`src/rtl/srtp_pkg.sv`:
```
package srtp_pkg;

  localparam int MASK_W = 16;
  localparam int THREAD_W = 4;
  localparam int CNT_W = 5;
  localparam int RAND_W = 31;
  localparam int CHANCE_W = 16;
  localparam int DIVD_W = 32;
  localparam int STEPS_PER_STAGE = 4;
  localparam int DIV_STAGES = DIVD_W / STEPS_PER_STAGE;

  typedef enum logic {
    OP_SCHEDULE = 1'b0,
    OP_SIGNAL   = 1'b1
  } pick_op_e;

  typedef struct packed {
    logic                keep_ok;
    logic [THREAD_W-1:0] cur;
    logic [MASK_W-1:0]   mask;
    logic [CNT_W-1:0]    cnt;
    logic [DIVD_W-1:0]   keep_divd;
    logic [CHANCE_W-1:0] keep_rem;
    logic [DIVD_W-1:0]   pick_divd;
    logic [CNT_W-1:0]    pick_rem;
  } stage_t;

  function automatic logic [CHANCE_W-1:0] keep_step(input logic [CHANCE_W-1:0] rem,
                                                    input logic bit_in,
                                                    input logic [CHANCE_W-1:0] div);
    logic [CHANCE_W:0] t;
    t = {rem, bit_in};
    if (t >= {1'b0, div}) begin
      t = t - {1'b0, div};
    end
    return t[CHANCE_W-1:0];
  endfunction

  function automatic logic [CNT_W-1:0] pick_step(input logic [CNT_W-1:0] rem,
                                                 input logic bit_in,
                                                 input logic [CNT_W-1:0] div);
    logic [CNT_W:0] t;
    t = {rem, bit_in};
    if (t >= {1'b0, div}) begin
      t = t - {1'b0, div};
    end
    return t[CNT_W-1:0];
  endfunction

endpackage

```
`src/rtl/sticky_random_thread_picker.sv`:
```
// Random thread arbiter with a sticky running thread. It takes one transaction per
// clock while the output side is not stalled and returns one result per transaction;
// stalls back up through the stages without losing a transaction, and empty stages
// are filled while the output waits. The pipeline depth is set by the remainders:
// both remainders (rand_keep by keep_chance and rand_pick by the candidate count)
// are formed four dividend bits per stage over eight stages, with one input stage
// before and the output register after.
// Only mask bits below MAX_THREADS take part, and a running thread at or above
// MAX_THREADS is never kept. A keep_chance of zero acts as one.
module sticky_random_thread_picker
  import srtp_pkg::*;
#(
  parameter int MAX_THREADS = 16
) (
  input  logic        clk_i,
  input  logic        rst_ni,
  input  logic        cfg_we_i,
  input  logic [15:0] cfg_wdata_i,
  input  logic        s_axis_tvalid,
  output logic        s_axis_tready,
  // thread_mask [15:0], current_thread [19:16], rand_keep [50:20], rand_pick [81:51]
  input  logic [87:0] s_axis_tdata,
  // opcode
  input  logic        s_axis_tuser,
  output logic        m_axis_tvalid,
  input  logic        m_axis_tready,
  // chosen_thread [3:0]
  output logic [7:0]  m_axis_tdata,
  // found
  output logic        m_axis_tuser
);

  logic [CHANCE_W-1:0] keep_chance_q;
  logic [CHANCE_W-1:0] div_keep;

  stage_t st_q [0:DIV_STAGES];
  stage_t st_d [0:DIV_STAGES];
  logic   vld_q [0:DIV_STAGES];
  logic   vld_in [0:DIV_STAGES];
  logic   rdy [0:DIV_STAGES];
  logic   rdy_out;

  logic [MASK_W-1:0]   mask_use;
  logic [THREAD_W-1:0] cur_in;
  logic                cur_ok;

  logic [MASK_W-1:0]   hit;
  logic [THREAD_W-1:0] pick_idx;
  logic                keep_fin;
  logic                found_d;
  logic [THREAD_W-1:0] chosen_d;

  logic                out_vld_q;
  logic                found_q;
  logic [THREAD_W-1:0] chosen_q;

  always_ff @(posedge clk_i or negedge rst_ni) begin
    if (!rst_ni) begin
      keep_chance_q <= CHANCE_W'(1);
    end else if (cfg_we_i) begin
      keep_chance_q <= cfg_wdata_i;
    end
  end

  assign div_keep = (keep_chance_q == '0) ? CHANCE_W'(1) : keep_chance_q;

  for (genvar i = 0; i < MASK_W; i++) begin : g_mask
    assign mask_use[i] = (i < MAX_THREADS) ? s_axis_tdata[i] : 1'b0;
  end

  assign cur_in = s_axis_tdata[MASK_W+THREAD_W-1:MASK_W];
  assign cur_ok = ({{(32-THREAD_W){1'b0}}, cur_in} < 32'(MAX_THREADS));

  always_comb begin
    st_d[0].keep_ok   = (s_axis_tuser == OP_SCHEDULE) && cur_ok && mask_use[cur_in];
    st_d[0].cur       = cur_in;
    st_d[0].mask      = mask_use;
    st_d[0].cnt       = CNT_W'($countones(mask_use));
    st_d[0].keep_divd = {1'b0, s_axis_tdata[MASK_W+THREAD_W+RAND_W-1:MASK_W+THREAD_W]};
    st_d[0].keep_rem  = '0;
    st_d[0].pick_divd = {1'b0, s_axis_tdata[MASK_W+THREAD_W+2*RAND_W-1:
                                            MASK_W+THREAD_W+RAND_W]};
    st_d[0].pick_rem  = '0;
    for (int s = 1; s <= DIV_STAGES; s++) begin
      st_d[s] = st_q[s-1];
      for (int j = 0; j < STEPS_PER_STAGE; j++) begin
        st_d[s].keep_rem  = keep_step(st_d[s].keep_rem, st_d[s].keep_divd[DIVD_W-1],
                                      div_keep);
        st_d[s].keep_divd = {st_d[s].keep_divd[DIVD_W-2:0], 1'b0};
        st_d[s].pick_rem  = pick_step(st_d[s].pick_rem, st_d[s].pick_divd[DIVD_W-1],
                                      (st_q[s-1].cnt == '0) ? CNT_W'(1) : st_q[s-1].cnt);
        st_d[s].pick_divd = {st_d[s].pick_divd[DIVD_W-2:0], 1'b0};
      end
    end
  end

  always_comb begin
    rdy_out = m_axis_tready || !out_vld_q;
    rdy[DIV_STAGES] = !vld_q[DIV_STAGES] || rdy_out;
    for (int s = DIV_STAGES - 1; s >= 0; s--) begin
      rdy[s] = !vld_q[s] || rdy[s+1];
    end
    vld_in[0] = s_axis_tvalid;
    for (int s = 1; s <= DIV_STAGES; s++) begin
      vld_in[s] = vld_q[s-1];
    end
  end

  assign s_axis_tready = rdy[0];

  always_ff @(posedge clk_i or negedge rst_ni) begin
    if (!rst_ni) begin
      for (int s = 0; s <= DIV_STAGES; s++) begin
        vld_q[s] <= 1'b0;
      end
    end else begin
      for (int s = 0; s <= DIV_STAGES; s++) begin
        if (rdy[s]) begin
          vld_q[s] <= vld_in[s];
        end
      end
    end
  end

  always_ff @(posedge clk_i) begin
    for (int s = 0; s <= DIV_STAGES; s++) begin
      if (rdy[s] && vld_in[s]) begin
        st_q[s] <= st_d[s];
      end
    end
  end

  always_comb begin
    pick_idx = '0;
    for (int i = 0; i < MASK_W; i++) begin
      hit[i] = st_q[DIV_STAGES].mask[i] &&
               (CNT_W'($countones(st_q[DIV_STAGES].mask &
                                  MASK_W'((17'd1 << i) - 17'd1)))
                == st_q[DIV_STAGES].pick_rem);
      if (hit[i]) begin
        pick_idx = pick_idx | THREAD_W'(i);
      end
    end
    keep_fin = st_q[DIV_STAGES].keep_ok && (st_q[DIV_STAGES].keep_rem != '0);
    found_d  = keep_fin || (st_q[DIV_STAGES].cnt != '0);
    chosen_d = keep_fin ? st_q[DIV_STAGES].cur : pick_idx;
  end

  always_ff @(posedge clk_i or negedge rst_ni) begin
    if (!rst_ni) begin
      out_vld_q <= 1'b0;
    end else if (rdy_out) begin
      out_vld_q <= vld_q[DIV_STAGES];
    end
  end

  always_ff @(posedge clk_i) begin
    if (rdy_out && vld_q[DIV_STAGES]) begin
      found_q  <= found_d;
      chosen_q <= chosen_d;
    end
  end

  assign m_axis_tvalid = out_vld_q;
  assign m_axis_tdata  = {{(8-THREAD_W){1'b0}}, chosen_q};
  assign m_axis_tuser  = found_q;

`ifndef SYNTHESIS
  a_empty_zero: assert property (@(posedge clk_i) disable iff (!rst_ni)
    out_vld_q && !found_q |-> chosen_q == '0)
    else $error("Not-found result carries a nonzero thread.");

  a_pick_rem: assert property (@(posedge clk_i) disable iff (!rst_ni)
    vld_q[DIV_STAGES] && st_q[DIV_STAGES].cnt != '0 |->
      st_q[DIV_STAGES].pick_rem < st_q[DIV_STAGES].cnt)
    else $error("Pick remainder is not below the candidate count.");

  a_keep_rem: assert property (@(posedge clk_i) disable iff (!rst_ni)
    vld_q[DIV_STAGES] |-> st_q[DIV_STAGES].keep_rem < div_keep)
    else $error("Keep remainder is not below keep_chance.");

  a_one_hit: assert property (@(posedge clk_i) disable iff (!rst_ni)
    vld_q[DIV_STAGES] && st_q[DIV_STAGES].cnt != '0 |-> $onehot(hit))
    else $error("Uniform choice does not select exactly one candidate.");
`endif

endmodule
```
`config.mk`:
```
export PLATFORM = sky130hd
export DESIGN_NAME = sticky_random_thread_picker
export DESIGN_NICKNAME = d
export VERILOG_FILES = /design/src/rtl/srtp_pkg.sv /design/src/rtl/sticky_random_thread_picker.sv
export SDC_FILE = /design/constraint.sdc
export NUM_CORES = 2
export LEC_CHECK = 0
export BUFFER_PORTS_ARGS = -buffer_cell sky130_fd_sc_hd__buf_2
export CAP_MARGIN = 25
export CORE_MARGIN = 5
export CORE_UTILIZATION = 50
export CTS_BUF_LIST = sky130_fd_sc_hd__clkbuf_16
export DETAILED_ROUTE_END_ITERATION = 8
export PLACE_DENSITY = 0.65
export SETUP_SLACK_MARGIN = 0.02
export SLEW_MARGIN = 20
export SYNTH_ARGS = -nofsm -noshare
export SYNTH_HDL_FRONTEND = slang
export SYNTH_SLANG_ARGS = --single-unit
export TNS_END_PERCENT = 5
```
`constraint.sdc`:
```
create_clock -name clk_i -period 27.5 [get_ports clk_i]
set_clock_uncertainty 0.15 [all_clocks]
set_input_delay 1.375 -clock clk_i [delete_from_list [all_inputs] [get_ports clk_i]]
set_output_delay 1.375 -clock clk_i [all_outputs]
set_load 0.02 [all_outputs]
```
==> summary by stage <==
GRT
The wire length of the first global-routing pass is 223000 um. The total overflow reported by the global router is 0. The number of antenna violations at the first check in global routing came to 12. The overall fraction of global-route tracks in use is 0.217. The via count of the first global-routing pass was 43.0k. The maximum number of pins on one net before global-route repair is 64.

Setup path
The critical path endpoint category is a flip-flop. The register-to-register setup slack is 13.29 ns. STA classifies the critical path startpoint as a flip-flop. On the worst path, the slowest cell contributes a delay of 0.72 ns. Along the worst path, the maximum fanout reaches 33. The most numerous cell type found on the critical path is sky130_fd_sc_hd__o21ai_0. The data arrival time of the critical path is between 10 and 15 ns.

The kind of critical path is flip-flop to flip-flop. The slowest stage of the critical path belongs to the cell sky130_fd_sc_hd__a21oi_2. At the worst endpoint, the required time is roughly 28 ns.

Place
Buffers placed on the I/O ports in this run total between 100 and 150. The global placer's final weighted congestion is 0.891. The HPWL after detailed placement is 104000 um. The worst slack after detailed placement is 13.63 ns.

Routing
The first detailed-routing pass ran for 8 iterations. In the routed design, unresolved DRC markers number 0. The number of nets with antenna violations after detailed routing is 0. In the routed layout, each cell is associated on average with a via count of between 5 and 6. After detailed routing, no signal wire sits above met4. In the final routed layout, each cell accounts on average for 18.4 um. Wire segments on met3 add up to 6530 um in the final route. Summed over all layers, the routed wires come to 138000 um. The first-iteration detailed-routing DRC count is 2602. For this block, wires on met1 add up to 62700 um. Wire segments on met2 add up to 65700 um in the final route. The routed layout has 43.7k vias.

Final layout
The net count of the finished layout is 6798. In the layout the commonest cells are 693 x sky130_fd_sc_hd__edfxtp_1, 690 x sky130_fd_sc_hd__ha_1, 458 x sky130_fd_sc_hd__a21oi_1. The number of fillers in the final layout is between 10k and 15k.

From synthesis to final layout, the design area changed by 8.90%. The commonest non-fill, non-tap cell in the layout is sky130_fd_sc_hd__edfxtp_1. Measured on the finished design, the core utilization comes to 0.546.

The share of cells above drive strength 1 is 0.118.

Timing
The accumulated negative setup slack is 0 ns. The final-layout worst hold slack is 0.252 ns. For the pin with the worst max-slew slack, the measured transition is 0.959 ns. In this run the tightest slew margin relative to its limit is 0.361. The number of max-slew violations in the final report came to 0. The final period utilization is 0.517.

The number of failing hold endpoints at the final stage is 0. The final worst-path setup slack is between 10 and 15 ns. The highest clock frequency the design can meet is 70.4 MHz. The setup violation total in the final timing report is 0. The clock period could shrink to between 10 and 15 ns.

Setup repair after global routing left no endpoint under its margin.

Clock network
CTS placed an instance of sky130_fd_sc_hd__clkbuf_16 at the clock tree root. The clock reaches the later pin of the worst-skew pair after around 0.66 ns. Hold repair after CTS inserted 0 buffers. The total setup buffers inserted after CTS is 0. The number of cells upsized or downsized after cts is 0.

TritonCTS built the clock tree. Clock-pin slew was measured on the worst setup and hold paths at ~0.060 ns. The tree built by TritonCTS fans out to just over 700 sinks. Buffers inserted during clock tree synthesis total 80. No sink is reached through more buffers than the 3 on the longest clock path. The H-tree was split into 3 levels.

Floorplanning
The die covers 125000 sq um. The die is ~350 um tall. The floorplan step defined a core boundary enclosing between 100000 and 150000 sq um. The die extent in x is 353 um. between 100 and 150 I/O pins were placed. In this run the core area contains 126 standard-cell rows. For this configuration, the core starts out at a cell density of 0.501.

Synthesis
The number of cells produced by synthesis is 5743. In this run the mean area of a mapped cell was between 10 and 15 sq um. The yosys synthesis warning count is 0. The proportion of synthesized chip area in sequential cells is 0.364. Synthesis instantiated 99 different standard cells from the library. The primary flip-flop cell chosen by synthesis mapping is sky130_fd_sc_hd__edfxtp_1.

The number of enable flip-flop cells after synthesis is a little under 700. The cell area after synthesis is 58900 sq um. The register bit count reported by yosys is approximately 720.

In the synthesized netlist the async set-or-reset flop fraction comes to 0.0362.

Worst hold path
The tightest min-delay check is of the flip-flop to flip-flop type.

Status
The flow ran to the end, and the final reports show no timing, DRC or antenna violations.

Flow run
The max-cap check violation count is 0.
==> state kept, by name, indices dropped and copies added (netlist names) <==
| register | count |
|---|---|
| chosen_q | 4 |
| m_axis_tuser | 1 |
| m_axis_tvalid | 1 |
| keep_chance_q | 16 |
| st_q | 688 |
| vld_in | 8 |
| vld_q | 1 |
==> cell families (layout without fill, tap and decap cells) <==
group / after synthesis / in the layout / synth area share
simple gates: 1374 / 1374 / 0.112
mux: 413 / 413 / 0.0783
compound gates: 1506 / 1506 / 0.165
buf+inv: 460 / 680 / 0.0306
flops: 719 / 719 / 0.364
fa+ha+maj: 781 / 781 / 0.177
xor+xnor: 489 / 489 / 0.0727
other cells: 1 / 21 / 0.0000636
==> worst max-delay path: cells and delay by family (launching register included) <==
family	cells	cell delay [ns]
AOI/OAI and AO/OA	23	7.09
adders and majority gates	4	1.20
buffers and inverters	3	0.43
DFF	1	0.40
muxes	2	0.96
and+or+nand+nor	15	3.67
==> routing by layer <==
metal  track usage  vias to the layer above
li1              -                    21854
met1         0.288                    20801
met2         0.374                      874
met3        0.0298                      207
met4        0.0601                        0
met5             0                        -
==> synthesized netlist by cell type, types with 8 or more instances <==
master / instances / area, sq um
sky130_fd_sc_hd__nor2_1: 356 / 1340
sky130_fd_sc_hd__a21boi_0: 23 / 173
sky130_fd_sc_hd__nand4_1: 107 / 669
sky130_fd_sc_hd__nand3_1: 85 / 425
sky130_fd_sc_hd__and3_1: 30 / 188
sky130_fd_sc_hd__o2111ai_1: 11 / 96.3
sky130_fd_sc_hd__fa_1: 91 / 1820
sky130_fd_sc_hd__nor3_1: 123 / 616
sky130_fd_sc_hd__nor2b_1: 89 / 557
sky130_fd_sc_hd__a41oi_1: 9 / 78.8
sky130_fd_sc_hd__a211o_1: 19 / 166
sky130_fd_sc_hd__xor2_1: 183 / 1600
sky130_fd_sc_hd__o21ai_1: 8 / 40.0
sky130_fd_sc_hd__mux2_1: 12 / 135
sky130_fd_sc_hd__and2_1: 20 / 125
sky130_fd_sc_hd__and4_1: 10 / 87.6
sky130_fd_sc_hd__a21o_1: 213 / 1600
sky130_fd_sc_hd__a31o_2: 10 / 87.6
sky130_fd_sc_hd__dfrtp_1: 25 / 626
sky130_fd_sc_hd__or2_2: 29 / 181
sky130_fd_sc_hd__nand2b_1: 61 / 382
sky130_fd_sc_hd__inv_1: 368 / 1380
sky130_fd_sc_hd__mux2i_1: 76 / 761
sky130_fd_sc_hd__clkbuf_1: 54 / 203
sky130_fd_sc_hd__o21ai_0: 304 / 1520
sky130_fd_sc_hd__mux2_2: 320 / 3600
sky130_fd_sc_hd__a211oi_1: 47 / 353
sky130_fd_sc_hd__a41o_1: 18 / 180
sky130_fd_sc_hd__o21a_1: 98 / 736
sky130_fd_sc_hd__xnor2_1: 306 / 2680
sky130_fd_sc_hd__o41ai_1: 12 / 105
sky130_fd_sc_hd__a31oi_1: 50 / 313
sky130_fd_sc_hd__edfxtp_1: 693 / 20800
sky130_fd_sc_hd__o31ai_1: 39 / 293
sky130_fd_sc_hd__o31a_1: 24 / 210
sky130_fd_sc_hd__nand2_1: 380 / 1430
sky130_fd_sc_hd__o21bai_1: 39 / 293
sky130_fd_sc_hd__nor4_1: 30 / 188
sky130_fd_sc_hd__or3_1: 28 / 175
sky130_fd_sc_hd__o221ai_1: 8 / 70.1
sky130_fd_sc_hd__buf_2: 21 / 105
sky130_fd_sc_hd__a21oi_1: 458 / 2290
sky130_fd_sc_hd__o211ai_1: 27 / 203
sky130_fd_sc_hd__ha_1: 690 / 8630
==> area by class of cell <==
cell class                 instances  area [sq um]  area share
clock buffer                      82          2050      0.0320
clock inverter                    66           588     0.00917
tap                             1536          1920      0.0300
timing repair buffer             163           971      0.0151
multi-input combinational       4574         35800       0.557
antenna                           10          25.0    0.000390
sequential                       719         21500       0.335
inverter                         369          1390      0.0216
==> path summary, 6_finish.rpt <==
check                                  from                to  cells past startpoint
setup / recovery           keep_chance_q[7]      st_q[0][495]                     47
hold / removal                 st_q[0][409]      st_q[0][524]                      0
setup reg to reg           keep_chance_q[7]      st_q[0][495]                     47
hold reg to reg                st_q[0][409]      st_q[0][524]                      0
max in group asynchronous            rst_ni  keep_chance_q[1]                      1
min in group asynchronous            rst_ni          vld_q[0]                      1
==> metrics by stage <==
step / cell area, sq um / instances
4_1_cts: 64100 / 7507
3_3_place_gp: 61500 / 7359
6_report: 64200 / 7519
5_1_grt: 64100 / 7512
3_5_place_dp: 61500 / 7359
2_1_floorplan: 59000 / 5753
Power is not shown: default switching activity piles up to over one toggle a cycle in this logic, so the estimate is an artifact.
